### src/rtl/hfmd_pkg.sv
package hfmd_pkg;

    localparam int LENGTH_BITS_DEF = 24;
    localparam int OUT_LEN_W = 24;

    // Error codes carried on the result.
    localparam logic [2:0] ERR_OK       = 3'd0;
    localparam logic [2:0] ERR_LOST     = 3'd1;
    localparam logic [2:0] ERR_BARE_LF  = 3'd2;
    localparam logic [2:0] ERR_CR_NO_LF = 3'd3;
    localparam logic [2:0] ERR_LENGTH   = 3'd4;
    localparam logic [2:0] ERR_TYPE     = 3'd5;
    localparam logic [2:0] ERR_CHARSET  = 3'd6;

    // Type verdicts.
    localparam logic [1:0] TV_OK      = 2'd0;
    localparam logic [1:0] TV_TYPE    = 2'd1;
    localparam logic [1:0] TV_CHARSET = 2'd2;

    localparam logic [3:0] KEY_BAD    = 4'd15;
    localparam logic [4:0] PREFIX_LEN = 5'd26;
    localparam logic [4:0] PREFIX_BAD = 5'd31;
    localparam logic [3:0] CS_BAD     = 4'd15;

    typedef enum logic [4:0] {
        PH_LINE_START = 5'b00001,
        PH_IN_LINE    = 5'b00010,
        PH_LINE_LF    = 5'b00100,
        PH_HEAD_LF    = 5'b01000,
        PH_PAYLOAD    = 5'b10000
    } phase_t;

    typedef struct packed {
        logic [7:0] in_byte;
        logic       stream_end;
    } in_item_t;

    typedef struct packed {
        logic                 payload_valid;
        logic [7:0]           payload_byte;
        logic                 message_end;
        logic [2:0]           error_code;
        logic [OUT_LEN_W-1:0] content_length;
    } out_item_t;

    function automatic logic [7:0] lower(input logic [7:0] b);
        lower = (b >= 8'h41 && b <= 8'h5A) ? b + 8'd32 : b;
    endfunction

    // Lower-case key text "content-length" and "content-type".
    function automatic logic [7:0] key_len_char(input logic [3:0] p);
        logic [7:0] c;
        case (p)
            4'd0: c = "c"; 4'd1: c = "o"; 4'd2: c = "n"; 4'd3: c = "t";
            4'd4: c = "e"; 4'd5: c = "n"; 4'd6: c = "t"; 4'd7: c = "-";
            4'd8: c = "l"; 4'd9: c = "e"; 4'd10: c = "n"; 4'd11: c = "g";
            4'd12: c = "t"; 4'd13: c = "h";
            default: c = 8'h00;
        endcase
        key_len_char = c;
    endfunction

    function automatic logic [7:0] key_type_char(input logic [3:0] p);
        logic [7:0] c;
        case (p)
            4'd9: c = "y"; 4'd10: c = "p"; 4'd11: c = "e";
            default: c = key_len_char(p);
        endcase
        key_type_char = c;
    endfunction

    function automatic logic [7:0] prefix_char(input logic [4:0] p);
        logic [7:0] c;
        case (p)
            5'd0: c = "a"; 5'd1: c = "p"; 5'd2: c = "p"; 5'd3: c = "l";
            5'd4: c = "i"; 5'd5: c = "c"; 5'd6: c = "a"; 5'd7: c = "t";
            5'd8: c = "i"; 5'd9: c = "o"; 5'd10: c = "n"; 5'd11: c = "/";
            5'd12: c = "v"; 5'd13: c = "s"; 5'd14: c = "c"; 5'd15: c = "o";
            5'd16: c = "d"; 5'd17: c = "e"; 5'd18: c = "-"; 5'd19: c = "j";
            5'd20: c = "s"; 5'd21: c = "o"; 5'd22: c = "n"; 5'd23: c = "r";
            5'd24: c = "p"; 5'd25: c = "c";
            default: c = 8'h00;
        endcase
        prefix_char = c;
    endfunction

    function automatic logic [7:0] charset_char(input logic [2:0] p);
        logic [7:0] c;
        case (p)
            3'd0: c = "c"; 3'd1: c = "h"; 3'd2: c = "a"; 3'd3: c = "r";
            3'd4: c = "s"; 3'd5: c = "e"; 3'd6: c = "t";
            default: c = "=";
        endcase
        charset_char = c;
    endfunction

endpackage

### src/rtl/hfmd_stream_if.sv
interface hfmd_stream_if #(parameter type payload_t = logic) ();
    logic     valid;
    logic     ready;
    payload_t data;

    modport source (output valid, output data, input ready);
    modport sink (input valid, input data, output ready);
endinterface

### src/rtl/hfmd_parse.sv
module hfmd_parse
    import hfmd_pkg::*;
#(
    parameter int LENGTH_BITS = LENGTH_BITS_DEF
) (
    input  logic      clk,
    input  logic      rst_n,
    input  logic      step,
    input  in_item_t  item,
    output out_item_t result
);

    localparam logic [LENGTH_BITS-1:0] LIMIT = {LENGTH_BITS{1'b1}};

    phase_t                 phase_reg, phase_next;
    logic [3:0]             key_reg, key_next;
    logic                   colon_reg, colon_next, kstart_reg, kstart_next;
    logic                   ktail_reg, ktail_next, ktype_reg, ktype_next;
    logic                   vstart_reg, vstart_next, vtail_reg, vtail_next;
    logic [LENGTH_BITS-1:0] accum_reg, accum_next;
    logic [LENGTH_BITS-1:0] held_reg, held_next;
    logic [4:0]             prefix_reg, prefix_next;
    logic [3:0]             cs_reg, cs_next;
    logic [1:0]             verdict_reg, verdict_next;
    logic [LENGTH_BITS-1:0] left_reg, left_next;
    logic [2:0]             err_reg, err_next;

    logic [7:0]             b, bl;
    logic                   sp;
    logic [1:0]             kind;
    logic [LENGTH_BITS+3:0] prod;
    logic [2:0]             tcode;
    logic [LENGTH_BITS-1:0] left_dec;
    out_item_t              res;

    assign b  = item.in_byte;
    assign bl = lower(b);
    assign sp = (b <= 8'h20);
    assign kind = (key_reg == 4'd14 && !ktype_reg) ? 2'd1 :
                  (key_reg == 4'd12 && ktype_reg) ? 2'd2 : 2'd0;
    assign prod = ({4'd0, accum_reg} << 3) + ({4'd0, accum_reg} << 1)
                + {{LENGTH_BITS{1'b0}}, 4'(b - 8'h30)};
    assign tcode = (verdict_reg == TV_TYPE) ? ERR_TYPE :
                   (verdict_reg == TV_CHARSET) ? ERR_CHARSET : ERR_OK;
    assign left_dec = left_reg - 1'b1;

    // Per-byte next-state and result logic.
    always_comb
    begin
        phase_next = phase_reg; key_next = key_reg; colon_next = colon_reg;
        kstart_next = kstart_reg; ktail_next = ktail_reg; ktype_next = ktype_reg;
        vstart_next = vstart_reg; vtail_next = vtail_reg; accum_next = accum_reg;
        held_next = held_reg; prefix_next = prefix_reg; cs_next = cs_reg;
        verdict_next = verdict_reg; left_next = left_reg; err_next = err_reg;
        res = '0;
        res.content_length = OUT_LEN_W'({{32{1'b0}}, held_reg});
        if (err_reg == ERR_OK && item.stream_end) err_next = ERR_LOST;
        if (err_next == ERR_OK) begin
            unique case (phase_reg) inside
                PH_LINE_START, PH_IN_LINE:
                begin
                    if (b == 8'h0D) begin
                        if (phase_reg == PH_LINE_START) phase_next = PH_HEAD_LF;
                        else if (colon_reg && kind == 2'd1 &&
                                 (!vstart_reg || prefix_reg == PREFIX_BAD))
                            err_next = ERR_LENGTH;
                        else begin
                            phase_next = PH_LINE_LF;
                            if (colon_reg && kind == 2'd1) held_next = accum_reg;
                            else if (colon_reg && kind == 2'd2) begin
                                if (prefix_reg != PREFIX_LEN) verdict_next = TV_TYPE;
                                else if ((cs_reg >= 4'd8 && cs_reg <= 4'd12) ||
                                         cs_reg == CS_BAD)
                                    verdict_next = TV_CHARSET;
                                else verdict_next = TV_OK;
                            end
                        end
                    end else if (b == 8'h0A) begin
                        err_next = ERR_BARE_LF;
                    end else begin
                        phase_next = PH_IN_LINE;
                        if (colon_reg) begin
                            // Value byte.
                            if (kind != 2'd0 && !(sp && !vstart_reg)) begin
                                if (sp) vtail_next = 1'b1;
                                else vstart_next = 1'b1;
                                if (kind == 2'd1) begin
                                    if (!sp && prefix_reg != PREFIX_BAD) begin
                                        if (vtail_reg || b < 8'h30 || b > 8'h39)
                                            prefix_next = PREFIX_BAD;
                                        else begin
                                            accum_next = prod[LENGTH_BITS-1:0];
                                            if (prod > {4'd0, LIMIT})
                                                prefix_next = PREFIX_BAD;
                                        end
                                    end
                                end else begin
                                    if (prefix_reg < PREFIX_LEN)
                                        prefix_next = (b == prefix_char(prefix_reg)) ?
                                            prefix_reg + 5'd1 : PREFIX_BAD;
                                    if (cs_reg < 4'd8) begin
                                        if (b == charset_char(cs_reg[2:0]))
                                            cs_next = cs_reg + 4'd1;
                                        else cs_next = (b == "c") ? 4'd1 : 4'd0;
                                    end else begin
                                        case (cs_reg)
                                            4'd8: cs_next = sp ? 4'd8 :
                                                  (b == "u" ? 4'd9 : CS_BAD);
                                            4'd9: cs_next = (b == "t") ? 4'd10 : CS_BAD;
                                            4'd10: cs_next = (b == "f") ? 4'd11 : CS_BAD;
                                            4'd11: cs_next = (b == "-") ? 4'd12 :
                                                   (b == "8" ? 4'd13 : CS_BAD);
                                            4'd12: cs_next = (b == "8") ? 4'd13 : CS_BAD;
                                            4'd13: cs_next = sp ? 4'd13 :
                                                   (b == ";" ? 4'd14 : CS_BAD);
                                            default: cs_next = cs_reg;
                                        endcase
                                    end
                                end
                            end
                        end else if (b == ":") begin
                            colon_next = 1'b1;
                        end else if (sp) begin
                            if (kstart_reg) ktail_next = 1'b1;
                        end else if (ktail_reg) begin
                            key_next = KEY_BAD;
                        end else begin
                            // Key byte.
                            kstart_next = 1'b1;
                            if (key_reg == KEY_BAD) key_next = KEY_BAD;
                            else if (key_reg < 4'd8)
                                key_next = (bl == key_len_char(key_reg)) ?
                                    key_reg + 4'd1 : KEY_BAD;
                            else if (key_reg == 4'd8) begin
                                if (bl == "l") key_next = 4'd9;
                                else if (bl == "t") begin
                                    key_next = 4'd9; ktype_next = 1'b1;
                                end else key_next = KEY_BAD;
                            end else if (ktype_reg)
                                key_next = (key_reg < 4'd12 &&
                                            bl == key_type_char(key_reg)) ?
                                    key_reg + 4'd1 : KEY_BAD;
                            else
                                key_next = (key_reg < 4'd14 &&
                                            bl == key_len_char(key_reg)) ?
                                    key_reg + 4'd1 : KEY_BAD;
                        end
                    end
                end
                PH_LINE_LF, PH_HEAD_LF:
                begin
                    if (b != 8'h0A) err_next = ERR_CR_NO_LF;
                    else begin
                        key_next = '0; colon_next = 1'b0; kstart_next = 1'b0;
                        ktail_next = 1'b0; ktype_next = 1'b0; vstart_next = 1'b0;
                        vtail_next = 1'b0; accum_next = '0; prefix_next = '0;
                        cs_next = '0;
                        phase_next = PH_LINE_START;
                        if (phase_reg == PH_HEAD_LF) begin
                            if (held_reg == '0) begin
                                res.message_end = 1'b1; res.error_code = tcode;
                                verdict_next = TV_OK;
                            end else begin
                                left_next = held_reg;
                                phase_next = PH_PAYLOAD;
                            end
                        end
                    end
                end
                default:
                begin
                    res.payload_valid = 1'b1;
                    res.payload_byte = b;
                    left_next = left_dec;
                    if (left_dec == '0) begin
                        res.message_end = 1'b1; res.error_code = tcode;
                        held_next = '0; verdict_next = TV_OK;
                        phase_next = PH_LINE_START;
                    end
                end
            endcase
        end
        if (err_next != ERR_OK) begin
            res.payload_valid = 1'b0; res.payload_byte = '0;
            res.message_end = 1'b0; res.error_code = err_next;
        end
    end

    assign result = res;

    // Control state.
    always_ff @(posedge clk or negedge rst_n)
    begin
        if (!rst_n) begin
            phase_reg <= PH_LINE_START; key_reg <= '0; colon_reg <= 1'b0;
            kstart_reg <= 1'b0; ktail_reg <= 1'b0; ktype_reg <= 1'b0;
            vstart_reg <= 1'b0; vtail_reg <= 1'b0; accum_reg <= '0;
            held_reg <= '0; prefix_reg <= '0; cs_reg <= '0;
            verdict_reg <= TV_OK; left_reg <= '0; err_reg <= ERR_OK;
        end else if (step) begin
            phase_reg <= phase_next; key_reg <= key_next; colon_reg <= colon_next;
            kstart_reg <= kstart_next; ktail_reg <= ktail_next;
            ktype_reg <= ktype_next; vstart_reg <= vstart_next;
            vtail_reg <= vtail_next; accum_reg <= accum_next;
            held_reg <= held_next; prefix_reg <= prefix_next; cs_reg <= cs_next;
            verdict_reg <= verdict_next; left_reg <= left_next;
            err_reg <= err_next;
        end
    end

endmodule

### src/rtl/header_framed_message_deframer_core.sv
// Channel  Role    Payload
// in_ch    sink    in_byte, stream_end
// out_ch   source  payload_valid, payload_byte, message_end, error_code, content_length
// One byte is taken per cycle while the result side is not stalled; it is parsed from the
// input register into the result register when the input register moves on.
// A new byte is taken whenever the input register is empty or moves on, which it does
// when the result register is empty or drained in the same cycle: one per cycle.
// rst_n clears the valid flags and parser state asynchronously; a framing error then sticks until reset.
module header_framed_message_deframer_core
    import hfmd_pkg::*;
#(
    parameter int LENGTH_BITS = LENGTH_BITS_DEF
) (
    input logic clk,
    input logic rst_n,
    hfmd_stream_if.sink   in_ch,
    hfmd_stream_if.source out_ch
);

    logic      in_vld_reg, out_vld_reg, step, advance;
    in_item_t  in_reg;
    out_item_t out_reg, res;

    // The input stage moves on when the result stage can take its output.
    assign advance = !out_vld_reg || out_ch.ready;
    assign step = in_vld_reg && advance;
    assign in_ch.ready = !in_vld_reg || advance;

    hfmd_parse #(.LENGTH_BITS(LENGTH_BITS)) u_parse (
        .clk(clk), .rst_n(rst_n), .step(step), .item(in_reg), .result(res)
    );

    // Stage valid flags.
    always_ff @(posedge clk or negedge rst_n)
    begin
        if (!rst_n) begin
            in_vld_reg <= 1'b0;
            out_vld_reg <= 1'b0;
        end else begin
            if (in_ch.ready) in_vld_reg <= in_ch.valid;
            if (advance) out_vld_reg <= in_vld_reg;
        end
    end

    // Payload registers.
    always_ff @(posedge clk)
    begin
        if (in_ch.valid && in_ch.ready) in_reg <= in_ch.data;
        if (step) out_reg <= res;
    end

    assign out_ch.valid = out_vld_reg;
    assign out_ch.data = out_reg;

endmodule

### src/flat_wrapper.sv
// flat-port wrapper written by rule: the top's interface ports become plain ports
module header_framed_message_deframer_core_flat import hfmd_pkg::*;
#(
    parameter int LENGTH_BITS = LENGTH_BITS_DEF
)
  (clk, rst_n, in_ch_valid, in_ch_data, in_ch_ready, out_ch_valid, out_ch_data, out_ch_ready);
  hfmd_stream_if #(.payload_t(in_item_t)) in_ch_i ();
  hfmd_stream_if #(.payload_t(out_item_t)) out_ch_i ();
  input logic clk;
  input logic rst_n;
  input wire logic [$bits(in_ch_i.valid)-1:0] in_ch_valid;
  input wire logic [$bits(in_ch_i.data)-1:0] in_ch_data;
  output wire logic [$bits(in_ch_i.ready)-1:0] in_ch_ready;
  output wire logic [$bits(out_ch_i.valid)-1:0] out_ch_valid;
  output wire logic [$bits(out_ch_i.data)-1:0] out_ch_data;
  input wire logic [$bits(out_ch_i.ready)-1:0] out_ch_ready;
  assign in_ch_i.valid = in_ch_valid;
  assign in_ch_i.data = in_ch_data;
  assign in_ch_ready = in_ch_i.ready;
  assign out_ch_valid = out_ch_i.valid;
  assign out_ch_data = out_ch_i.data;
  assign out_ch_i.ready = out_ch_ready;
  header_framed_message_deframer_core #(.LENGTH_BITS(LENGTH_BITS)) u_core (.clk(clk), .rst_n(rst_n), .in_ch(in_ch_i), .out_ch(out_ch_i));
endmodule
### config.mk
export PLATFORM = sky130hd
export DESIGN_NAME = header_framed_message_deframer_core_flat
export DESIGN_NICKNAME = d
export VERILOG_FILES = /design/src/rtl/hfmd_pkg.sv /design/src/rtl/hfmd_stream_if.sv /design/src/rtl/hfmd_parse.sv /design/src/rtl/header_framed_message_deframer_core.sv /design/src/flat_wrapper.sv
export SDC_FILE = /design/constraint.sdc
export NUM_CORES = 1
export LEC_CHECK = 0
export CAP_MARGIN = 20
export CELL_PAD_IN_SITES_DETAIL_PLACEMENT = 1
export CELL_PAD_IN_SITES_GLOBAL_PLACEMENT = 2
export CORE_AREA = 2 2 194 149
export CTS_CLUSTER_SIZE = 28
export DETAILED_ROUTE_END_ITERATION = 16
export DIE_AREA = 0 0 196 151
export DONT_BUFFER_PORTS = 1
export PLACE_DENSITY = 0.87
export SLEW_MARGIN = 20
export SYNTH_ARGS = -nofsm -noshare
export SYNTH_HDL_FRONTEND = slang
export SYNTH_SLANG_ARGS = --single-unit
### constraint.sdc
create_clock -name clk -period 3.75 [get_ports clk]
set_input_delay 0.9375 -clock clk [delete_from_list [all_inputs] [get_ports clk]]
set_output_delay 0.9375 -clock clk [all_outputs]
set_load 0.01 [all_outputs]
Word-level counts from Yosys, hierarchy flattened
Memory sizes are Yosys's and may differ from the RTL's.
Index checks and enable logic that the tools add are counted.
{"block": "word_totals", "word_cells": 396, "mem_count": 4, "romBits": 560, "output_inout_bits": 39, "reg_bits": 149, "input_bits": 13}
{"block": "classes", "addsub": 8, "eq_ne": 84, "mux": 204, "reduce_logical": 56, "magnitude_cmp": 13, "n_bitwise": 3}
{"name": "(no name shown)", "words": 32, "word_bits": 7, "rd": 1, "rd_clocked_by_memory_dff": 0, "write_ports": 0, "line": "hfmd_pkg.sv:74", "rtl": "case (p)"}
{"name": "(no name shown)", "words": 16, "word_bits": 7, "rd": 1, "rd_clocked_by_memory_dff": 0, "write_ports": 0, "line": "hfmd_pkg.sv:53", "rtl": "case (p)"}
{"name": "(no name shown)", "words": 16, "word_bits": 7, "rd": 1, "rd_clocked_by_memory_dff": 0, "write_ports": 0, "line": "hfmd_pkg.sv:53"}
{"name": "(no name shown)", "words": 16, "word_bits": 7, "rd": 1, "rd_clocked_by_memory_dff": 0, "write_ports": 0, "line": "hfmd_pkg.sv:53"}
{"op": "$mux W8", "n": 51}
{"op": "$mux W24", "n": 16}
{"op": "$pmux W24 S2", "n": 3}
{"op": "$mux W4", "n": 26}
{"op": "$mux W5", "n": 19}
{"op": "$ne A2 B2 Y1 const B", "n": 29}
{"op": "$eq A4 B4 Y1 const B", "n": 14}
{"op": "$mux W3", "n": 17}
{"op": "$pmux W7 S7", "n": 1}
{"op": "$eq A8 B7 Y1 const B", "n": 6}
{"op": "$logic_not A24 Y1", "n": 2}
{"op": "$eq A8 B8 Y1", "n": 5}
{"op": "$mux W1", "n": 40}
{"op": "$reduce_and A11 Y1", "n": 3}
{"op": "$eq A8 B6 Y1 const B", "n": 4}
{"op": "$mux W2", "n": 15}
{"op": "$reduce_and A10 Y1", "n": 3}
{"op": "$add A27 B25 Y28", "n": 1}
{"op": "$add A28 B4 Y28", "n": 1}
{"op": "$gt A28 B24 Y1 const B", "n": 1}
{"op": "$reduce_and A9 Y1", "n": 3}
{"op": "$pmux W4 S2", "n": 3}
{"op": "$pmux W4 S6", "n": 1}
{"op": "$pmux W8 S3", "n": 1}
{"op": "other kinds (48)", "n": 103}

Longest topological paths before layout
Gate-level depths: netlist (run 1).
{"block": "logic_depth", "depth_word": 28, "depth_mapped": 14, "depth_no_buf": 13}

Hierarchy
From an unflattened synthesis (run 1), not the netlist that was laid out.
{"block": "unflattened", "cells_unflattened": 1159, "area_unflattened_um2": 10441.3}
{"module": "hfmd_parse", "seq_area_each_um2": 2528.7, "area_each_um2": 8956.1, "cells_each": 1105, "instances": 1}
{"module": "header_framed_message_deframer_core", "seq_area_each_um2": 1431.4, "area_each_um2": 1485.2, "cells_each": 54, "instances": 1}

Worst setup path before layout (run 1)
OpenSTA, ideal clock, no wires.
{"block": "synth_timing", "kind": "register -> register", "from": "register u_core.in_reg[4] in the netlist's numbering", "to": "register u_core.u_parse.prefix_reg[0]", "path_stages_with_launch": 15, "setup_ns": 0.078, "required_time_ns": 3.672, "slack_ns": -0.037, "period_less_slack_ns": 3.787, "t_arrival_ns": 3.709, "path_buffers": 1, "cell_sequence": "edfxtp_1 > buf_1 > inv_1 > fa_1 > inv_1 > fa_1 > a21o_1 > a221oi_1 > nor3_1 > o21ai_0 > o21ba_2 > o211ai_1 > mux2_2 > o21ai_0 > o2bb2ai_1"}
{"block": "synth_via", "elab_chain_cells": 11, "word_cells_on_any_way": 34, "cone_classes": "2 x add/sub; 4 x order compare; 10 x eq/ne; 10 x mux; 8 x reduce/logical"}
{"element": "start: declaration", "line": "header_framed_message_deframer_core.sv:21", "rtl": "in_item_t in_reg;"}
{"element": "start signal: assignment", "line": "header_framed_message_deframer_core.sv:48", "rtl": "if (in_ch.valid && in_ch.ready) in_reg <= in_ch.data;"}
{"element": "branches (longest 11 deep; another with $add A28 B4 Y28)"}
{"element": "end signal: assignment", "line": "hfmd_parse.sv:205", "rtl": "held_reg <= held_next; prefix_reg <= prefix_next; cs_reg <= cs_next;"}
{"element": "end: declaration", "line": "hfmd_parse.sv:22", "rtl": "logic [4:0] prefix_reg, prefix_next;"}
Parallel ways; which one is timed is not known. The select of a mux whose other input is x is not followed.
A chain may end at the register's enable or synchronous reset.

Worst setup path after layout (run 1)
{"block": "layout_timing", "from": "register u_core.u_parse.left_reg[13]", "to": "register u_core.u_parse.phase_reg[3]"}
{"block": "layout_via", "elab_chain_cells": 4}
{"element": "start: declaration", "line": "hfmd_parse.sv:25", "rtl": "logic [LENGTH_BITS-1:0] left_reg, left_next;"}
{"element": "start signal: assignment", "line": "hfmd_parse.sv:206", "rtl": "verdict_reg <= verdict_next; left_reg <= left_next;"}
{"element": "$sub A24 B1 Y24", "line": "hfmd_parse.sv:45", "rtl": "assign left_dec = left_reg - 1'b1;"}
{"element": "$logic_not A24 Y1", "line": "hfmd_parse.sv:175", "rtl": "if (left_dec == '0) begin"}
{"element": "$reduce_bool A3 Y1 (no line)"}
{"element": "$reduce_and A6 Y1 (no line)"}
{"element": "end signal: assignment", "line": "hfmd_parse.sv:201", "rtl": "phase_reg <= phase_next; key_reg <= key_next; colon_reg <= colon_next;"}
{"element": "end: declaration", "line": "hfmd_parse.sv:15", "rtl": "phase_t phase_reg, phase_next;"}
No other way between the ends.

==> results of run 1 <==
==> where the power goes <==
group          total (mW)  internal [mW]  switching, mW
registers            1.76           1.71         0.0436
clock network        1.68          0.930          0.749
logic               0.371          0.133          0.237
total                3.81           2.78           1.03
==> area by class of cell <==
type                    count  area (um2)  share of cell area [%]
multi-input cells         880        5722                   50.75
flip-flops and latches    149        3960                   35.13
clock buffers              20       446.7                   3.962
well taps                 357       446.7                   3.962
repair buffers             43       335.3                   2.974
inverters                  69       259.0                   2.297
clock inverters            12       103.9                  0.9212
==> routing by layer <==
metal,vias up,track usage [%],share of wire [%]
li1,4219,-,-
met1,4448,32.46,50
met2,211,32.60,43
met3,32,4.387,4.8
met4,0,6.212,1.7
met5,-,0,0
==> what timing repair did <==
item | in CTS | in global routing
hold endpoints to repair | 0 | 0
hold buffers | 0 | 0
endpoints found under the setup margin | 0 | 34
gates resized for setup | 0 | 4
setup buffers | 0 | 1
==> through the flow <==
stage | utilization, % | hold slack [ps] | instances
floorplan | - | 447.9 | 1155
global placement | 38.77 | 486.6 | 1497
detailed placement | 38.77 | 495.4 | 1497
CTS | 40.77 | 166.7 | 1529
global route | 40.87 | 171.2 | 1530
finish | 40.87 | 192.3 | 1530
==> cells by family (layout without fill, tap and decap cells) <==
group,after synthesis,in the layout,synth area share [%]
muxes,37,37,3.919
adders and majority gates,76,76,9.545
xor gates and xnor gates,44,44,3.808
DFF,149,149,39.13
buffers and inverters,126,144,4.711
and+or+nand+nor,411,411,20.02
AOI/OAI and AO/OA,312,312,18.87
==> path summary, 6_finish.rpt <==
kind | from | end | slack [ps]
setup / recovery | u_core.u_parse.left_reg[13] | u_core.u_parse.phase_reg[3] | 190
hold / removal | rst_n | u_core.u_parse.left_reg[14] | 190
setup reg to reg | u_core.u_parse.left_reg[13] | u_core.u_parse.phase_reg[3] | 190
hold reg to reg | u_core.u_parse.kstart_reg | u_core.u_parse.kstart_reg | 520
max in group asynchronous | rst_n | u_core.out_ch.valid | 3310
min in group clk | u_core.u_parse.kstart_reg | u_core.u_parse.kstart_reg | 520
==> cell usage after synthesis (all sizes together), types with 3 or more instances <==
master | n | area (um2)
buf | 5 | 22.52
xor2 | 16 | 140.1
o21ai | 93 | 465.5
o21a | 6 | 45.04
mux2i | 28 | 280.3
a22oi | 9 | 67.56
o22ai | 11 | 68.82
nor2 | 84 | 317.8
a31oi | 19 | 118.9
o21bai | 5 | 37.54
nor4 | 34 | 219.0
a21oi | 89 | 445.4
nand2b | 24 | 150.1
nand4 | 17 | 106.4
clkbuf | 52 | 195.2
a211oi | 8 | 60.06
nor4b | 3 | 32.53
or4 | 5 | 41.29
xnor2 | 28 | 245.2
o32ai | 3 | 26.28
nor2b | 7 | 43.79
ha | 74 | 925.9
or3 | 8 | 55.05
a32oi | 3 | 26.28
dfrtp | 102 | 2552
inv | 68 | 255.2
o2bb2ai | 4 | 35.03
a21boi | 3 | 22.52
or2 | 9 | 58.81
a221oi | 3 | 26.28
and3 | 10 | 62.56
and2 | 8 | 50.05
o211ai | 4 | 30.03
nand3b | 3 | 22.52
mux2 | 9 | 116.4
a21o | 12 | 90.09
edfxtp | 46 | 1381
nor3b | 3 | 22.52
o31ai | 15 | 112.6
nand3 | 30 | 150.1
nand2 | 120 | 450.4
o41ai | 6 | 52.55
nor3 | 43 | 215.2
==> worst max-delay path: stages, from the launching register on <==
cell and delay, ps:
dfrtp_1 430, or3_4 410, or4_4 450, nor2_1 220
xnor2_1 150, a22oi_1 100, nor4b_2 420, a211oi_1 180
or4b_1 720, mux2_4 360
==> summary.md, run 1 <==
| Metric | Value |
|---|---|
| Synth unique cells | 71 |
| Worst setup path class | flip-flop to flip-flop |
| Startpoint Class | flip-flop |
| Starting DRT DRC Count | 684 |
| Clock Skews | 18.03 ps |
| Gpl congestion | 0.8644 |
| Pre-Repair DR Iteration Count | 4 |
| VDD IR-drop max | 0.3728 mV |
| Final setup fails | 0 |
| Setup repair after global routing missed its margin | no |
| Die Span Y | 151 um |
| Fin. Hold Viols | 0 |
| P_leak | 4.880 nW |
| Largest net degree at the start of global routing | 104 |
| Crit-path max FO | 6 |
| Syn_area_per_cell | 8.762 um2 |
| Fill count | 3220 |
| Worst-Margin Slew | 833.4 ps |
| Setup WS pre-CTS | 83.96 ps |
| Clk slew on worst S/H paths | 60 ps |
| Class of the worst hold path | primary input to async pin |
| Max Buffers Root-to-Sink | 2 |
| Syn. warnings | 0 |
| Hpwl dp | 23330 um |
| Post-synthesis cell area | 10120 um2 |
| First-pass GRT wire length | 51070 um |
| Initial Utilization | 36.68% |
| DR WL/cell | 20.65 um |
| # rows | 53 |
| DRC | 0 |
| Setup crit end kind | flip-flop |
| Post-synth EDFFs | 46 |
| Critical path data required time | 4070 ps |
| Nets | 1249 |
| Fraction of layout cells with a size suffix above 1 | 9.037% |
| Commonest non-fill, non-tap cell in the layout | nand2_1 |
| CTS sink count | 149 |
| CTS Root Cell | clkbuf_16 |
| Die X-Extent | 196 um |
| Worst EP arrival | 3890 ps |
| Final Power | 3.807 mW |
| Crit path time final | 3563 ps |
| R2r worst-path depth | 9 |
| Via Count | 8910 |
| Syn_nets | 1244 |
| Area delta synth->final | 11.40% |
| Ys flop type | dfrtp_1 |
| Flops & latches, synth | 149 |
| I/O pin count | 52 |
| Ant. Diodes | 0 |
| Die area | 29600 um2 |
| PD cells | 337.7 nW/um2 |
| Cell area after layout | 11270 um2 |
| Max_slew headroom | 44.10% |
| Crit share post-route | 95.00% |
| Max reg flops | 37 |
| Post-route setup slack | 187.5 ps |
| Sequential area share after synthesis | 39.13% |
| Port bufs | 0 |
| H-tree levels | 4 |
| Status | completed |
| Max Transition Viols Final | 0 |
| Placement Cell Area | 10700 um2 |
| Max Fclk | 280.7 MHz |
| Most frequent cells in the layout | nand2_1 (120), dfrtp_1 (102), o21ai_0 (92) |
| Total track usage | 22.01% |
| CTS tree | yes |
| Total negative setup slack | 0 ps |
| Max-Cap Viols | 0 |
| Vias/cell | 5.824 |
| Post-synth ARST share | 69.13% |
| Overflow after GRT | 0 |
| TritonCTS Buffers | 17 |
| Routed Antenna Nets | 0 |
| Antenna violations before repair | 0 |
| Core Box Area | 27590 um2 |
| Drt total wl | 31600 um |
| Vias in the first global route | 9065 |
| Clk_lat worst skew | 450 ps |
| Synth Instances | 1155 |
Note: power is estimated with default switching activity, not from simulation.
==> run 2, diff against run 1 <==
--- a/config.mk
+++ b/config.mk
@@ -14,6 +14,7 @@
 export DIE_AREA = 0 0 196 151
 export DONT_BUFFER_PORTS = 1
 export PLACE_DENSITY = 0.87
+export RECOVER_POWER = 50
 export SLEW_MARGIN = 20
 export SYNTH_ARGS = -nofsm -noshare
 export SYNTH_HDL_FRONTEND = slang
==> constraint.sdc (replaced) <==
create_clock -name clk -period 2.85 [get_ports clk]
set_input_delay 0.7125 -clock clk [delete_from_list [all_inputs] [get_ports clk]]
set_output_delay 0.7125 -clock clk [all_outputs]
set_load 0.01 [all_outputs]
==> summary.md, run 2 (same netlist as run 1, synthesis figures left out) <==
| Metric | Value |
|---|---|
| Initial Utilization | 36.68% |
| Setup crit end kind | flip-flop |
| Final hold slack | -37.82 ps |
| First-pass GRT wire length | 56520 um |
| Total track usage | 24.56% |
| Starting DRT DRC Count | 902 |
| Crit path cell chain | inv_2, fa_1, inv_2, fa_2, a21o_1, a221oi_2, buf_4, nor3_4, o21ai_2, o31ai_2, buf_4, nand4_1, nand4_1, o21ai_4, o2bb2ai_1 |
| Crit path time final | 3376 ps |
| H-tree levels | 4 |
| Vias in the first global route | 10030 |
| Critical path data required time | 3210 ps |
| Max Fclk | 296.3 MHz |
| Clock Skews | 15.60 ps |
| Worst EP arrival | 3740 ps |
| VDD IR-drop max | 0.4258 mV |
| Via Count | 10180 |
| Layout Utilization | 49.84% |
| # rows | 53 |
| Crit-path max cell delay | 570 ps |
| Vias/cell | 5.921 |
| Switching power | 1.583 mW |
| Gpl congestion | 0.8874 |
| Area delta synth->final | 35.87% |
| Clk_lat worst skew | 440 ps |
| Die X-Extent | 196 um |
| Overflow after GRT | 0 |
| P_leak | 6.090 nW |
| Comb pwr share | 13.9% |
| Max-Cap Viols | 0 |
| Antenna violations before repair | 3 |
| DR WL/cell | 22.84 um |
| Max Transition Viols Final | 0 |
| Hpwl dp | 26330 um |
| Failing checks | negative hold slack, negative setup slack |
| Post-route setup slack | -525.5 ps |
| Nets | 1437 |
| Max reg flops | 37 |
| Worst setup path class | flip-flop to flip-flop |
| Routed Antenna Nets | 0 |
| Max_slew headroom | 57.04% |
| Crit share post-route | 118.4% |
| P_int | 3.995 mW |
| CTS tree | yes |
| Startpoint Class | flip-flop |
| Cell with the largest stage delay on the worst path | fa_1 |
| Worst-Margin Slew | 644.4 ps |
| Die Span Y | 151 um |
| Max Buffers Root-to-Sink | 2 |
| Largest net degree at the start of global routing | 104 |
| TritonCTS Buffers | 17 |
| Core Box Area | 27590 um2 |
| CTS sink count | 149 |
| Clock network fraction of total power | 44.8% |
| Sw frac | 28.38% |
| Port bufs | 0 |
| Fraction of layout cells with a size suffix above 1 | 29.83% |
| Placed Instances | 1647 |
| Crit-path max FO | 4 |
| Class of the worst hold path | primary input to async pin |
| Setup repair after global routing missed its margin | yes |
| Layout Cells excl Fill | 1720 |
| Final setup fails | 64 |
| Clk slew on worst S/H paths | 70 ps |
| Status | finished, violations left |
| Drt total wl | 39290 um |
| PD cells | 405.7 nW/um2 |
| DRC | 0 |
| Final Power | 5.578 mW |
| Fin. Hold Viols | 34 |
| CTS Root Cell | clkbuf_16 |
| Seq pwr share | 41.3% |
| Pre-Repair DR Iteration Count | 5 |
| I/O pin count | 52 |
| Commonest non-fill, non-tap cell in the layout | buf_4 |
| Most frequent cells in the layout | buf_4 (197), nand2_1 (105), dfrtp_1 (98) |
| Die area | 29600 um2 |
## run 2: cell types whose count changed in the layout (fill, tap and decap cells not counted), moves of 10 or more
cell	delta
nand2_2	+12
buf_6	+20
o21ai_1	+21
buf_4	+155
nand2_1	-15
o21ai_0	-26
nor3_1	-10
## run 2: layout make-up
class	instances	area, um2
fillers	3126	13840
multi-input cells	880	6441
flip-flops and latches	149	3965
repair buffers	231	1994
well taps	357	446.7
clock buffers	17	425.4
inverters	69	261.5
clock inverters	15	210.2
diodes	2	5.005
## run 2: through the flow
stage / TNS [ps] / cell area (um2) / worst slack (ps)
2_1_floorplan: -3534 / 10200 / -304.3
3_3_place_gp: -10780 / 11970 / -552.2
3_5_place_dp: -14830 / 11970 / -629.5
4_1_cts: -13240 / 12970 / -379.0
5_1_grt: -23010 / 13750 / -616.1
6_report: -17540 / 13750 / -525.5
## run 2: power groups by stage
stage	Combinational, mW	Clock (mW)	Sequential (mW)
6_report	0.775	2.50	2.31
5_1_grt	0.830	2.61	2.31
4_1_cts	0.643	2.52	2.30
3_5_place_dp	0.619	0	2.34
3_3_place_gp	0.597	0	2.34
2_1_floorplan	0.351	0	2.34
## run 2: path summary, 6_finish.rpt
path	end	slack [ps]	from	cells after the start
setup reg to reg	u_core.u_parse.prefix_reg[0]	-530	u_core.u_parse.accum_reg[0]	15
hold / removal	u_core.u_parse.key_reg[1]	-40	rst_n	0
min in group clk	u_core.in_reg[4]	360	in_ch_data[4]	0
max in group asynchronous	u_core.u_parse.phase_reg[0]	2570	rst_n	0
setup / recovery	u_core.u_parse.prefix_reg[0]	-530	u_core.u_parse.accum_reg[0]	15
hold reg to reg	u_core.u_parse.err_reg[0]	510	u_core.u_parse.err_reg[0]	1
## run 2: repair_timing
item / 4_1_cts / 5_1_grt
pin swaps: 43 / 59
gates cloned: 0 / 7
resized for setup: 60 / 116
hold endpoints to repair: 102 / 102
endpoints found under the setup margin: 57 / 82
setup buffers: 17 / 19
## run 2: worst max-delay path, delay by kind of cell (launching register included)
family	cells	cell delay, ps
buffers and inverters	4	450
AO/OA/AOI/OAI	6	1130
flip-flops	1	390
adder cells (fa/ha/maj)	2	920
AND/OR/NAND/NOR	3	400
## run 2: routing by layer
metal	vias to the layer above	global-route usage [%]	wire length [um]	part of all wire [%]
met5	-	0	12	0.031
met4	2	4.886	836	2.1
met3	66	5.567	2142	5.5
met2	346	39.20	18110	46
met1	5164	34.32	18190	46
li1	4606	-	-	-
